**src/rtl/plc_pkg.sv**
```systemverilog
// Package for the polyline length clipper: payload structs, widths and state codes.
// Depends on nothing; used by rtl/polyline_length_clip.sv.
`default_nettype none
package plc_pkg;

  localparam int COORD_BITS = 32;
  localparam int FRAC_BITS  = 16;
  localparam int LEN_BITS   = 31;
  localparam int WALK_BITS  = 40;

  // Derived widths of the serial datapath.
  localparam int MAG_BITS   = COORD_BITS + 1;
  localparam int RAD_BITS   = 2 * MAG_BITS;
  localparam int ACC_BITS   = MAG_BITS + 3;
  localparam int PROD_BITS  = MAG_BITS + LEN_BITS;
  localparam int CNT_BITS   = 7;

  // Smallest remainder of the cap that still allows a cut inside a leg.
  localparam int CUT_MIN    = (1 << FRAC_BITS) / 100 + 1;

  typedef struct packed {
    logic signed [COORD_BITS-1:0] pt_x;
    logic signed [COORD_BITS-1:0] pt_y;
    logic signed [COORD_BITS-1:0] pt_z;
    logic                         route_end;
  } in_pt_t;

  typedef struct packed {
    logic signed [COORD_BITS-1:0] out_x;
    logic signed [COORD_BITS-1:0] out_y;
    logic signed [COORD_BITS-1:0] out_z;
    logic                         out_last;
    logic                         was_clipped;
  } out_pt_t;

  typedef enum logic [3:0] {
    S_IDLE,
    S_DIFF,
    S_MUL,
    S_SQRT,
    S_CMP,
    S_EMIT_HELD,
    S_EMIT_PT,
    S_LINIT,
    S_LMUL,
    S_LDIV,
    S_LFIN,
    S_EMIT_CUT
  } state_t;

  typedef enum logic [1:0] {
    PLAN_PASS,
    PLAN_NEAR,
    PLAN_CUT
  } plan_t;

  typedef enum logic [1:0] {
    AX_X,
    AX_Y,
    AX_Z
  } axis_t;

endpackage
`default_nettype wire

```
**src/rtl/polyline_length_clip.sv**
```systemverilog
// Top level of the polyline length clipper: bit-serial leg length and cut point unit.
// Depends on plc_pkg for payload structs, widths and state codes.
`default_nettype none
// The block takes route points one transaction at a time and holds one point back so the
// final emitted point can carry out_last. The first point of a route, and points dropped
// after a cut, need no leg computation. Every further point runs a shift-add multiplier
// that forms dx*dx + dy*dy one multiplier bit per cycle, then a restoring square root
// that produces the leg length one root bit per cycle. A leg that is cut then runs, for
// each of the three coordinates, a shift-add product with the remaining length and a
// restoring divide by the leg. An output register decouples the result side, so a new
// point is taken while the last result of a route still waits. The cap register may be
// written at any time the block is idle.
module polyline_length_clip (
  input  wire logic                          clk,
  input  wire logic                          rst_n,
  input  wire logic                          in_valid,
  output logic                               in_ready,
  input  wire plc_pkg::in_pt_t               in_data,
  output logic                               out_valid,
  input  wire logic                          out_ready,
  output plc_pkg::out_pt_t                   out_data,
  input  wire logic                          cfg_valid,
  output logic                               cfg_ready,
  input  wire logic [plc_pkg::LEN_BITS-1:0]  cfg_data
);

  localparam int CW  = plc_pkg::COORD_BITS;
  localparam int MW  = plc_pkg::MAG_BITS;
  localparam int RW  = plc_pkg::RAD_BITS;
  localparam int AW  = plc_pkg::ACC_BITS;
  localparam int LW  = plc_pkg::LEN_BITS;
  localparam int WW  = plc_pkg::WALK_BITS;
  localparam int PW  = plc_pkg::PROD_BITS;
  localparam int NW  = plc_pkg::CNT_BITS;

  plc_pkg::state_t state_r, state_nxt;
  plc_pkg::plan_t  plan_r, plan_nxt;
  plc_pkg::axis_t  axis_r, axis_nxt;

  logic [LW-1:0]  max_len_r, max_len_nxt;
  logic           have_held_r, have_held_nxt;
  logic           discarding_r, discarding_nxt;
  logic [WW-1:0]  walk_r, walk_nxt;
  logic [CW-1:0]  held_x_r, held_x_nxt, held_y_r, held_y_nxt, held_z_r, held_z_nxt;
  plc_pkg::in_pt_t pt_r, pt_nxt;
  logic [NW-1:0]  cnt_r, cnt_nxt;

  // Leg length datapath.
  logic [MW-1:0]  ax_r, ax_nxt, ay_r, ay_nxt, mx_r, mx_nxt, my_r, my_nxt;
  logic [AW-1:0]  hi_r, hi_nxt;
  logic [MW-1:0]  lo_r, lo_nxt;
  logic [RW-1:0]  rad_r, rad_nxt;
  logic [AW-1:0]  srem_r, srem_nxt;
  logic [MW-1:0]  leg_r, leg_nxt;

  // Cut point datapath.
  logic [LW-1:0]  rem_r, rem_nxt;
  logic [MW-1:0]  dmag_r, dmag_nxt;
  logic           dneg_r, dneg_nxt;
  logic [LW-1:0]  lm_r, lm_nxt;
  logic [MW-1:0]  lhi_r, lhi_nxt;
  logic [LW-1:0]  llo_r, llo_nxt;
  logic [PW-1:0]  num_r, num_nxt;
  logic [MW-1:0]  drem_r, drem_nxt;
  logic [MW-1:0]  quo_r, quo_nxt;
  logic [CW-1:0]  cut_x_r, cut_x_nxt, cut_y_r, cut_y_nxt, cut_z_r, cut_z_nxt;

  logic             out_valid_r, out_valid_nxt;
  plc_pkg::out_pt_t out_data_r, out_data_nxt;

  // Combinational helpers.
  logic           in_acc, slot_free;
  logic [MW-1:0]  dx, dy, dsel, dmag_c;
  logic [CW-1:0]  hsel, psel;
  logic [AW-1:0]  msum, sq_sh, sq_try;
  logic [MW:0]    lsum;
  logic [MW:0]    dv_sh;
  logic [WW:0]    wsum;
  logic           pass, near;
  logic [LW-1:0]  rem_c;
  logic [MW:0]    h_ext, lerp_v;

  function automatic logic [MW-1:0] mag_of(input logic [MW-1:0] d);
    mag_of = d[MW-1] ? (~d + MW'(1)) : d;
  endfunction

  assign in_ready  = (state_r == plc_pkg::S_IDLE);
  assign cfg_ready = 1'b1;
  assign out_valid = out_valid_r;
  assign out_data  = out_data_r;
  assign in_acc    = in_valid && in_ready;
  assign slot_free = !out_valid_r || out_ready;

  always_comb begin
    dx = {pt_r.pt_x[CW-1], pt_r.pt_x} - {held_x_r[CW-1], held_x_r};
    dy = {pt_r.pt_y[CW-1], pt_r.pt_y} - {held_y_r[CW-1], held_y_r};
    case (axis_r)
      plc_pkg::AX_X: begin
        hsel = held_x_r;
        psel = pt_r.pt_x;
      end
      plc_pkg::AX_Y: begin
        hsel = held_y_r;
        psel = pt_r.pt_y;
      end
      default: begin
        hsel = held_z_r;
        psel = pt_r.pt_z;
      end
    endcase
    dsel   = {psel[CW-1], psel} - {hsel[CW-1], hsel};
    dmag_c = mag_of(dsel);
    msum   = hi_r + (mx_r[0] ? AW'(ax_r) : '0) + (my_r[0] ? AW'(ay_r) : '0);
    sq_sh  = {srem_r[AW-3:0], rad_r[RW-1 -: 2]};
    sq_try = AW'({leg_r, 2'b01});
    lsum   = {1'b0, lhi_r} + (lm_r[0] ? {1'b0, dmag_r} : '0);
    dv_sh  = {drem_r, num_r[PW-1]};
    wsum   = {1'b0, walk_r} + (WW + 1)'(leg_r);
    pass   = (max_len_r == '0) || (wsum <= (WW + 1)'(max_len_r));
    rem_c  = max_len_r - walk_r[LW-1:0];
    near   = (walk_r >= WW'(max_len_r)) || (rem_c < LW'(plc_pkg::CUT_MIN));
    h_ext  = {{2{hsel[CW-1]}}, hsel};
    lerp_v = dneg_r ? (h_ext - {1'b0, quo_r}) : (h_ext + {1'b0, quo_r});
  end

  always_comb begin
    state_nxt      = state_r;
    plan_nxt       = plan_r;
    axis_nxt       = axis_r;
    max_len_nxt    = cfg_valid ? cfg_data : max_len_r;
    have_held_nxt  = have_held_r;
    discarding_nxt = discarding_r;
    walk_nxt       = walk_r;
    held_x_nxt     = held_x_r;
    held_y_nxt     = held_y_r;
    held_z_nxt     = held_z_r;
    pt_nxt         = pt_r;
    cnt_nxt        = cnt_r;
    ax_nxt         = ax_r;
    ay_nxt         = ay_r;
    mx_nxt         = mx_r;
    my_nxt         = my_r;
    hi_nxt         = hi_r;
    lo_nxt         = lo_r;
    rad_nxt        = rad_r;
    srem_nxt       = srem_r;
    leg_nxt        = leg_r;
    rem_nxt        = rem_r;
    dmag_nxt       = dmag_r;
    dneg_nxt       = dneg_r;
    lm_nxt         = lm_r;
    lhi_nxt        = lhi_r;
    llo_nxt        = llo_r;
    num_nxt        = num_r;
    drem_nxt       = drem_r;
    quo_nxt        = quo_r;
    cut_x_nxt      = cut_x_r;
    cut_y_nxt      = cut_y_r;
    cut_z_nxt      = cut_z_r;
    out_valid_nxt  = out_ready ? 1'b0 : out_valid_r;
    out_data_nxt   = out_data_r;

    unique case (state_r)
      plc_pkg::S_IDLE: begin
        if (in_acc) begin
          pt_nxt = in_data;
          if (discarding_r) begin
            if (in_data.route_end) begin
              discarding_nxt = 1'b0;
            end
          end else if (!have_held_r) begin
            if (in_data.route_end) begin
              state_nxt = plc_pkg::S_EMIT_PT;
            end else begin
              held_x_nxt    = in_data.pt_x;
              held_y_nxt    = in_data.pt_y;
              held_z_nxt    = in_data.pt_z;
              have_held_nxt = 1'b1;
            end
          end else begin
            state_nxt = plc_pkg::S_DIFF;
          end
        end
      end
      plc_pkg::S_DIFF: begin
        ax_nxt    = mag_of(dx);
        ay_nxt    = mag_of(dy);
        mx_nxt    = mag_of(dx);
        my_nxt    = mag_of(dy);
        hi_nxt    = '0;
        lo_nxt    = '0;
        cnt_nxt   = '0;
        state_nxt = plc_pkg::S_MUL;
      end
      plc_pkg::S_MUL: begin
        // One bit of each multiplier per cycle; the sum of both squares builds up.
        hi_nxt  = msum >> 1;
        lo_nxt  = {msum[0], lo_r[MW-1:1]};
        mx_nxt  = mx_r >> 1;
        my_nxt  = my_r >> 1;
        cnt_nxt = cnt_r + NW'(1);
        if (cnt_r == NW'(MW - 1)) begin
          state_nxt = plc_pkg::S_SQRT;
          cnt_nxt   = '0;
          srem_nxt  = '0;
          leg_nxt   = '0;
          rad_nxt   = {msum[MW:1], msum[0], lo_r[MW-1:1]};
        end
      end
      plc_pkg::S_SQRT: begin
        // Restoring square root, one root bit per cycle from the top.
        rad_nxt = rad_r << 2;
        if (sq_sh >= sq_try) begin
          srem_nxt = sq_sh - sq_try;
          leg_nxt  = {leg_r[MW-2:0], 1'b1};
        end else begin
          srem_nxt = sq_sh;
          leg_nxt  = {leg_r[MW-2:0], 1'b0};
        end
        cnt_nxt = cnt_r + NW'(1);
        if (cnt_r == NW'(MW - 1)) begin
          state_nxt = plc_pkg::S_CMP;
        end
      end
      plc_pkg::S_CMP: begin
        rem_nxt   = rem_c;
        state_nxt = plc_pkg::S_EMIT_HELD;
        if (pass) begin
          plan_nxt = plc_pkg::PLAN_PASS;
          walk_nxt = wsum[WW] ? '1 : wsum[WW-1:0];
        end else if (near) begin
          plan_nxt = plc_pkg::PLAN_NEAR;
        end else begin
          plan_nxt = plc_pkg::PLAN_CUT;
        end
      end
      plc_pkg::S_EMIT_HELD: begin
        if (slot_free) begin
          out_valid_nxt            = 1'b1;
          out_data_nxt.out_x       = held_x_r;
          out_data_nxt.out_y       = held_y_r;
          out_data_nxt.out_z       = held_z_r;
          out_data_nxt.out_last    = (plan_r == plc_pkg::PLAN_NEAR);
          out_data_nxt.was_clipped = (plan_r == plc_pkg::PLAN_NEAR);
          case (plan_r)
            plc_pkg::PLAN_PASS: begin
              if (pt_r.route_end) begin
                state_nxt = plc_pkg::S_EMIT_PT;
              end else begin
                held_x_nxt = pt_r.pt_x;
                held_y_nxt = pt_r.pt_y;
                held_z_nxt = pt_r.pt_z;
                state_nxt  = plc_pkg::S_IDLE;
              end
            end
            plc_pkg::PLAN_NEAR: begin
              have_held_nxt  = 1'b0;
              walk_nxt       = '0;
              discarding_nxt = !pt_r.route_end;
              state_nxt      = plc_pkg::S_IDLE;
            end
            default: begin
              axis_nxt  = plc_pkg::AX_X;
              state_nxt = plc_pkg::S_LINIT;
            end
          endcase
        end
      end
      plc_pkg::S_EMIT_PT: begin
        if (slot_free) begin
          out_valid_nxt            = 1'b1;
          out_data_nxt.out_x       = pt_r.pt_x;
          out_data_nxt.out_y       = pt_r.pt_y;
          out_data_nxt.out_z       = pt_r.pt_z;
          out_data_nxt.out_last    = 1'b1;
          out_data_nxt.was_clipped = 1'b0;
          have_held_nxt            = 1'b0;
          walk_nxt                 = '0;
          state_nxt                = plc_pkg::S_IDLE;
        end
      end
      plc_pkg::S_LINIT: begin
        dmag_nxt  = dmag_c;
        dneg_nxt  = dsel[MW-1];
        lm_nxt    = rem_r;
        lhi_nxt   = '0;
        llo_nxt   = '0;
        cnt_nxt   = '0;
        state_nxt = plc_pkg::S_LMUL;
      end
      plc_pkg::S_LMUL: begin
        lhi_nxt = lsum[MW:1];
        llo_nxt = {lsum[0], llo_r[LW-1:1]};
        lm_nxt  = lm_r >> 1;
        cnt_nxt = cnt_r + NW'(1);
        if (cnt_r == NW'(LW - 1)) begin
          num_nxt   = {lsum[MW:1], lsum[0], llo_r[LW-1:1]};
          drem_nxt  = '0;
          quo_nxt   = '0;
          cnt_nxt   = '0;
          state_nxt = plc_pkg::S_LDIV;
        end
      end
      plc_pkg::S_LDIV: begin
        // Restoring divide by the leg length, one quotient bit per cycle.
        num_nxt = num_r << 1;
        if (dv_sh >= {1'b0, leg_r}) begin
          drem_nxt = MW'(dv_sh - {1'b0, leg_r});
          quo_nxt  = {quo_r[MW-2:0], 1'b1};
        end else begin
          drem_nxt = dv_sh[MW-1:0];
          quo_nxt  = {quo_r[MW-2:0], 1'b0};
        end
        cnt_nxt = cnt_r + NW'(1);
        if (cnt_r == NW'(PW - 1)) begin
          state_nxt = plc_pkg::S_LFIN;
        end
      end
      plc_pkg::S_LFIN: begin
        case (axis_r)
          plc_pkg::AX_X: begin
            cut_x_nxt = lerp_v[CW-1:0];
            axis_nxt  = plc_pkg::AX_Y;
            state_nxt = plc_pkg::S_LINIT;
          end
          plc_pkg::AX_Y: begin
            cut_y_nxt = lerp_v[CW-1:0];
            axis_nxt  = plc_pkg::AX_Z;
            state_nxt = plc_pkg::S_LINIT;
          end
          default: begin
            cut_z_nxt = lerp_v[CW-1:0];
            state_nxt = plc_pkg::S_EMIT_CUT;
          end
        endcase
      end
      plc_pkg::S_EMIT_CUT: begin
        if (slot_free) begin
          out_valid_nxt            = 1'b1;
          out_data_nxt.out_x       = cut_x_r;
          out_data_nxt.out_y       = cut_y_r;
          out_data_nxt.out_z       = cut_z_r;
          out_data_nxt.out_last    = 1'b1;
          out_data_nxt.was_clipped = 1'b1;
          have_held_nxt            = 1'b0;
          walk_nxt                 = '0;
          discarding_nxt           = !pt_r.route_end;
          state_nxt                = plc_pkg::S_IDLE;
        end
      end
      default: begin
        state_nxt = plc_pkg::S_IDLE;
      end
    endcase
  end

  always_ff @(posedge clk) begin
    if (!rst_n) begin
      state_r      <= plc_pkg::S_IDLE;
      plan_r       <= plc_pkg::PLAN_PASS;
      axis_r       <= plc_pkg::AX_X;
      max_len_r    <= '0;
      have_held_r  <= 1'b0;
      discarding_r <= 1'b0;
      walk_r       <= '0;
      cnt_r        <= '0;
      out_valid_r  <= 1'b0;
    end else begin
      state_r      <= state_nxt;
      plan_r       <= plan_nxt;
      axis_r       <= axis_nxt;
      max_len_r    <= max_len_nxt;
      have_held_r  <= have_held_nxt;
      discarding_r <= discarding_nxt;
      walk_r       <= walk_nxt;
      cnt_r        <= cnt_nxt;
      out_valid_r  <= out_valid_nxt;
    end
  end

  always_ff @(posedge clk) begin
    held_x_r   <= held_x_nxt;
    held_y_r   <= held_y_nxt;
    held_z_r   <= held_z_nxt;
    pt_r       <= pt_nxt;
    ax_r       <= ax_nxt;
    ay_r       <= ay_nxt;
    mx_r       <= mx_nxt;
    my_r       <= my_nxt;
    hi_r       <= hi_nxt;
    lo_r       <= lo_nxt;
    rad_r      <= rad_nxt;
    srem_r     <= srem_nxt;
    leg_r      <= leg_nxt;
    rem_r      <= rem_nxt;
    dmag_r     <= dmag_nxt;
    dneg_r     <= dneg_nxt;
    lm_r       <= lm_nxt;
    lhi_r      <= lhi_nxt;
    llo_r      <= llo_nxt;
    num_r      <= num_nxt;
    drem_r     <= drem_nxt;
    quo_r      <= quo_nxt;
    cut_x_r    <= cut_x_nxt;
    cut_y_r    <= cut_y_nxt;
    cut_z_r    <= cut_z_nxt;
    out_data_r <= out_data_nxt;
  end

`ifndef NO_ASSERTIONS
  a_hold_xor_discard: assert property (@(posedge clk) disable iff (!rst_n)
    !(have_held_r && discarding_r))
    else $error("held point present while discarding");

  a_walk_needs_held: assert property (@(posedge clk) disable iff (!rst_n)
    (walk_r != '0) |-> have_held_r)
    else $error("walked length nonzero without a held point");

  a_clip_is_last: assert property (@(posedge clk) disable iff (!rst_n)
    (out_valid_r && out_data_r.was_clipped) |-> out_data_r.out_last)
    else $error("clipped result not marked last");

  a_idle_after_accept: assert property (@(posedge clk) disable iff (!rst_n)
    (in_acc && have_held_r && !discarding_r) |=> (state_r == plc_pkg::S_DIFF))
    else $error("leg computation did not start");
`endif

endmodule
`default_nettype wire

```
**config.mk**
```make
export PLATFORM = sky130hd
export DESIGN_NAME = polyline_length_clip
export DESIGN_NICKNAME = d
export VERILOG_FILES = /design/src/rtl/plc_pkg.sv /design/src/rtl/polyline_length_clip.sv
export SDC_FILE = /design/constraint.sdc
export NUM_CORES = 2
export LEC_CHECK = 0
export ABC_AREA = 1
export BUFFER_PORTS_ARGS = -buffer_cell sky130_fd_sc_hd__clkbuf_2
export CAP_MARGIN = 20
export CORE_ASPECT_RATIO = 1.75
export CORE_UTILIZATION = 40
export DETAILED_ROUTE_END_ITERATION = 6
export GPL_TIMING_DRIVEN = 0
export PLACE_DENSITY = 0.61
export SLEW_MARGIN = 10
export SYNTH_ARGS = -nofsm -noshare
export SYNTH_HDL_FRONTEND = slang
export SYNTH_SLANG_ARGS = --single-unit
```
**constraint.sdc**
```tcl
create_clock -name clk -period 15.9 [get_ports clk]
set_input_delay 0.795 -clock clk [delete_from_list [all_inputs] [get_ports clk]]
set_output_delay 0.795 -clock clk [all_outputs]
set_load 0.03 [all_outputs]
```
==> Word level (Yosys, flattened, before mapping) <==
Cells that the tools add are included.
Widths: inputs -> output; s select.
{ "totals": {"ff_bits": 1099, "output_inout_bits": 101, "word_cells": 248, "inputBits": 133} }
{ "classes": {"order_cmp": 5, "n_addsub": 16, "n_reduce_logical": 40, "n_eq_ne": 35, "n_mux": 105, "bitwise": 4} }
{ "op_table": {"columns": ["op", "n"], "rows": [
  ["$mux 32", 23],
  ["$pmux 33 s2", 6],
  ["$pmux 32 s2", 6],
  ["$mux 98", 3],
  ["$pmux 98 s3", 1],
  ["$mux 33", 8],
  ["$mux 40", 5],
  ["$pmux 66 s2", 1],
  ["$pmux 64 s2", 1],
  ["$pmux 31 s2", 2],
  ["$pmux 40 s3", 1],
  ["$add 33x1->33 const B", 3],
  ["$not 33->33", 3],
  ["$sub 32x32->33", 3],
  ["$add 36x33->36", 2],
  ["$pmux 36 s2", 1],
  ["$mux 34", 2],
  ["$pmux 34 s2", 1],
  ["$mux 66", 1],
  ["$mux 64", 1],
  ["$mux 4", 11],
  ["$pmux 4 s11", 1],
  ["$add 40x33->41", 1],
  ["$le 41x31->1", 1],
  ["other kinds (48)", 117]
]} }

==> Longest topological paths before layout <==
{ "depth": {"ltp_word": 6, "mapped_depth": 32, "depth_no_buf": 31} }

==> Worst setup path before layout <==
Ideal clock, no wire load.
{ "synth_timing": {"path_type": "reg-to-reg", "from": "register state_r[1]", "to": "register leg_r[0], enable pin", "arrival_ns": 10.522, "path_buffers": 1, "synth_period_minus_slack_ns": 11.331, "stages_incl_launch_ff": 8, "setup_slack_ns": 4.569, "setup_ns": 0.809, "required_ns": 15.091, "path_cell_list": "dfxtp_1 -> inv_1 -> nor2_1 -> inv_1 -> nor2_1 -> inv_1 -> clkbuf_1 -> o21ai_0"} }
{ "synth_between": {"elab_chain_cells": 3, "elab_cells_between_ends": 5, "classes_between": "eq/ne: 3; reduce/logical: 2"} }
{ "synth_rtl": {"columns": ["element", "line", "source"], "rows": [
  ["start, declared", "polyline_length_clip.sv:36", "plc_pkg::state_t state_r, state_nxt;"],
  ["start signal, assigned", "polyline_length_clip.sv:359", "state_r <= plc_pkg::S_IDLE;"],
  ["start signal, assigned", "polyline_length_clip.sv:369", "state_r <= state_nxt;"],
  ["$eq 4x2->1", "polyline_length_clip.sv:163", "unique case (state_r)"],
  ["$ne 2x2->1 (no source line) / $reduce_bool 2->1 (equally long branches)", null, null],
  ["$reduce_and 2->1 (no source line) *", null, null],
  ["end signal, assigned", "polyline_length_clip.sv:394", "leg_r <= leg_nxt;"],
  ["end, declared", "polyline_length_clip.sv:54", "logic [MW-1:0] leg_r, leg_nxt;"]
]} }
Mark *: on every way between the ends. The rest lies on a longest branch, timed or not.
A chain may end at the register's enable or synchronous reset.

==> Worst setup path after layout <==
{ "layout_timing": {"from": "register walk_r[0]", "to": "register walk_r[5]"} }
{ "layout_between": {"elab_chain_cells": 5, "elab_cells_between_ends": 8, "classes_between": "add/sub: 1; order compare: 1; eq/ne: 1; mux: 3; reduce/logical: 2"} }
{ "layout_rtl": {"columns": ["element", "line", "source"], "rows": [
  ["start, declared", "polyline_length_clip.sv:43", "logic [WW-1:0] walk_r, walk_nxt;"],
  ["start signal, assigned", "polyline_length_clip.sv:375", "walk_r <= walk_nxt;"],
  ["$add 40x33->41 *", "polyline_length_clip.sv:118", "wsum = {1'b0, walk_r} + (WW + 1)'(leg_r);"],
  ["$le 41x31->1", "polyline_length_clip.sv:119", "pass = (max_len_r == '0) || (wsum <= (WW + 1)'(max_len_r));"],
  ["$logic_or 1x1->1", "polyline_length_clip.sv:119", null],
  ["$ne 2x2->1 (no source line)", null, null],
  ["$reduce_and 5->1 (no source line)", null, null]
]} }
Mark *: on every way between the ends. The rest lies on a longest branch, timed or not. The select of a mux whose other input is x is not followed.

==> impl_metrics.py <==
metrics = {
    "critical_path": {
        "cp_max_fo": 10,
        "crit_path_start_kind": "flip-flop",
        "slowest_delay_ps": 650,
        "worst-path-buf-inv": 2,
        "path_class": "reg -> reg",
        "cp.depth": 28,
        "cp-end-kind": "flip-flop",
        "path_common_cell": "nand2_1",
        "r2r_cells": 28,
        "critical_path.top_delay_family": "simple AND/OR/NAND/NOR gates",
        "crit_required_ps": 16520,
        "slowest_stage": "a21boi_0",
        "arrival_ps": 7000,
    },
    "floorplan": {
        "die_w_um": 321,
        "die_height_um": 560,
        "initial_core_util_pct": 40.3,
        "die_area_um2": 179000,
        "pin_count": 234,
        "core.rowCount": 204,
        "core_area_um2": 176000,
    },
    "grt": {
        "overflow": 0,
        "grt_pass1_wl_um": 415000,
        "grt_antenna_before_repair": 13,
        "grt_max_degree": 87,
        "grt_use_total_pct": 32.0,
        "grt_pass1_vias": 62900,
    },
    "power_and_ir_drop": {
        "power_density_nw_per_um2": 229,
        "p_leak_nw": 36.0,
        "switching_power_mw": 9.31,
        "switching_share_pct": 50.8,
        "power_frac_comb_pct": 58.6,
        "p_clk_share_pct": 15.0,
        "vdd_drop_max_uv": 142,
        "p_int_mw": 9.02,
        "pwr-share-seq_pct": 26.4,
    },
    "route": {
        "ant_nets": 0,
        "drtPass1Iterations": 6,
        "dr.first_iter.drc_count": 4619,
        "vias": 62800,
        "routed_wl_um": 291000,
        "vias_per_cell": 5.33,
        "wl_per_cell_um": 24.7,
        "drc_errors": 0,
    },
    "synthesis": {
        "netlist_area_um2": 71100,
        "synth_edf_count": 1007,
        "yosys_warnings": 0,
        "syn_inst": 8918,
        "ys_types": 65,
        "avgSynthCellArea_um2": 7.97,
        "async_reset_ff_share_pct": 0,
        "ys_seq_area_share_pct": 45.0,
        "ys_seq_elements": 1096,
        "syn-num-nets": 9486,
        "synth_ff_type": "edfxtp_1",
    },
    "clocking": {
        "insertion_delay_ps": 770,
        "cts_resized": 0,
        "cts_hold_buf": 0,
        "cts_tree": "built",
        "cts.path.max_buffers": 3,
        "cts.reportedPaths.clkPinSlew_ps": 80,
        "cts_buffers": 108,
        "cts_setup_buffers": 0,
        "cts_max_level": 3,
        "clock-sinks": 1096,
        "cts_root_buffer": "clkbuf_16",
    },
    "timing": {
        "drv_slew": 0,
        "finalSetupViolCount": 0,
        "hold_violations": 0,
        "fmax_mhz": 157,
        "rsz0062_at_grt": "false",
        "holdWs_ps": 227,
        "maxSlewHeadroom_pct": 13.7,
        "setup_slack_ps": 9520,
        "worstMarginPinSlew_ps": 1290,
        "finalCriticalPeriod_ps": 6380,
        "timing.final.crit_share_pct": 40.1,
        "fin_worst_skew_ps": 44.6,
    },
    "flow_run": {
        "cap_violations": 0,
    },
    "layout": {
        "drive_above_1_share_pct": 6.46,
        "final_net_count": 9891,
        "final_util_pct": 45.4,
        "area_growth_pct": 12.6,
        "n_fill_cell": 17600,
    },
    "placement": {
        "dpl_worst_slack_ps": 9800,
        "io_buffer_count": 231,
        "dp_hpwl_um": 239000,
        "place_congestion": 1.06,
    },
    "hold_path": {
        "whs_path_depth": 1,
        "hp-class": "in -> reg",
    },
    "outcome": {
        "status": "completed",
    },
}
state kept, by name, indices dropped and copies added, names as in the netlist, 34 cells and up:
signal	count
pt_r	97
walk_r	40
srem_r	34
out_data	98
num_r	64
rad_r	66
hi_r	35
power groups by stage:
stage / combinational (mW) / sequential [mW] / clock (mW)
2_1_floorplan: 6.73 / 4.84 / 0
3_3_place_gp: 8.97 / 4.86 / 0
3_5_place_dp: 10.5 / 4.88 / 0
4_1_cts: 10.5 / 4.82 / 2.79
5_1_grt: 11.7 / 4.87 / 2.88
6_report: 10.7 / 4.83 / 2.76
synthesized netlist by cell type, types with 10 or more instances:
cell | instances | area share [%]
a21boi_0 | 14 | 0.15
o22ai_1 | 35 | 0.31
inv_2 | 10 | 0.053
o21bai_1 | 33 | 0.35
dfxtp_1 | 89 | 2.5
o21a_1 | 40 | 0.42
a31oi_1 | 36 | 0.32
nand3b_1 | 12 | 0.13
nor2_2 | 19 | 0.17
o221ai_1 | 72 | 0.89
a21o_1 | 23 | 0.24
nor3_1 | 77 | 0.54
nand2_2 | 11 | 0.097
and2_1 | 14 | 0.12
nor2_1 | 907 | 4.8
buf_2 | 29 | 0.20
nand3_1 | 322 | 2.3
edfxtp_1 | 1007 | 43
nor4_1 | 25 | 0.22
a21oi_1 | 547 | 3.9
o21ai_0 | 511 | 3.6
xor2_1 | 204 | 2.5
inv_1 | 1399 | 7.4
fa_1 | 42 | 1.2
ha_1 | 393 | 6.9
clkbuf_1 | 162 | 0.86
o211ai_1 | 41 | 0.43
buf_1 | 20 | 0.11
nand2_1 | 2493 | 13
nand3_2 | 12 | 0.17
nand4_1 | 118 | 1.0
xnor2_1 | 107 | 1.3
layout by cell type, fill, tap and decap left out, types with 89 or more instances in the layout:
cell type and instances:
a21oi_1 545, clkbuf_1 184, clkbuf_16 109, clkbuf_2 232
dfxtp_1 89, edfxtp_1 1007, ha_1 393, inv_1 1397
nand2_1 2493, nand3_1 322, nand4_1 118, nor2_1 900
o21ai_0 509, xnor2_1 103, xor2_1 202
cells by family (layout without fill, tap and decap cells):
| logic type | after synthesis | count (layout) | synth area share (%) |
|---|---|---|---|
| AOI/OAI and AO/OA | 1401 | 1401 | 11.1 |
| DFF | 1096 | 1096 | 45.0 |
| other | 1 | 6 | 0.00528 |
| xor gates and xnor gates | 317 | 317 | 3.99 |
| buffers and inverters | 1632 | 2132 | 8.74 |
| adders and majority gates | 435 | 435 | 8.10 |
| and+or+nand+nor | 4036 | 4036 | 23.0 |
worst paths after layout:
kind | start | to | slack (ps)
hold reg to reg | plan_r[0] | plan_r[0] | 490
setup / recovery | walk_r[0] | walk_r[5] | 9520
hold / removal | in_data[23] | pt_r[23] | 230
setup reg to reg | walk_r[0] | walk_r[5] | 9520
metal layers:
metal / global-route usage [%] / share of wire (%)
met1: 29.3 / 31
met2: 57.9 / 51
met3: 4.82 / 5.3
met4: 33.7 / 13
met5: 0 / 0.020
metrics by stage:
| step | TNS (ps) | power [mW] | std cells | instance area (um^2) |
|---|---|---|---|---|
| 5_1_grt | 0 | 19.4 | 11800 | 80000 |
| 3_3_place_gp | -595440 | 13.8 | 11500 | 75200 |
| 3_5_place_dp | 0 | 15.4 | 11600 | 76300 |
| 2_1_floorplan | 0 | 11.6 | 8918 | 71100 |
| 6_report | 0 | 18.3 | 11800 | 80000 |
| 4_1_cts | 0 | 18.2 | 11800 | 80000 |
area by class of cell:
class / instances / area, um^2 / area share [%]
multi-input cells: 6190 / 33000 / 41.2
flip-flops and latches: 1096 / 32000 / 40.0
inverters: 1413 / 5310 / 6.64
well taps: 2369 / 2960 / 3.70
clock buffers: 138 / 2910 / 3.63
repair buffers: 295 / 2120 / 2.65
plain buffers: 219 / 907 / 1.13
clock inverters: 67 / 802 / 1.00
diodes: 5 / 12.5 / 0.0156
Power figures use the tool's default switching activity.
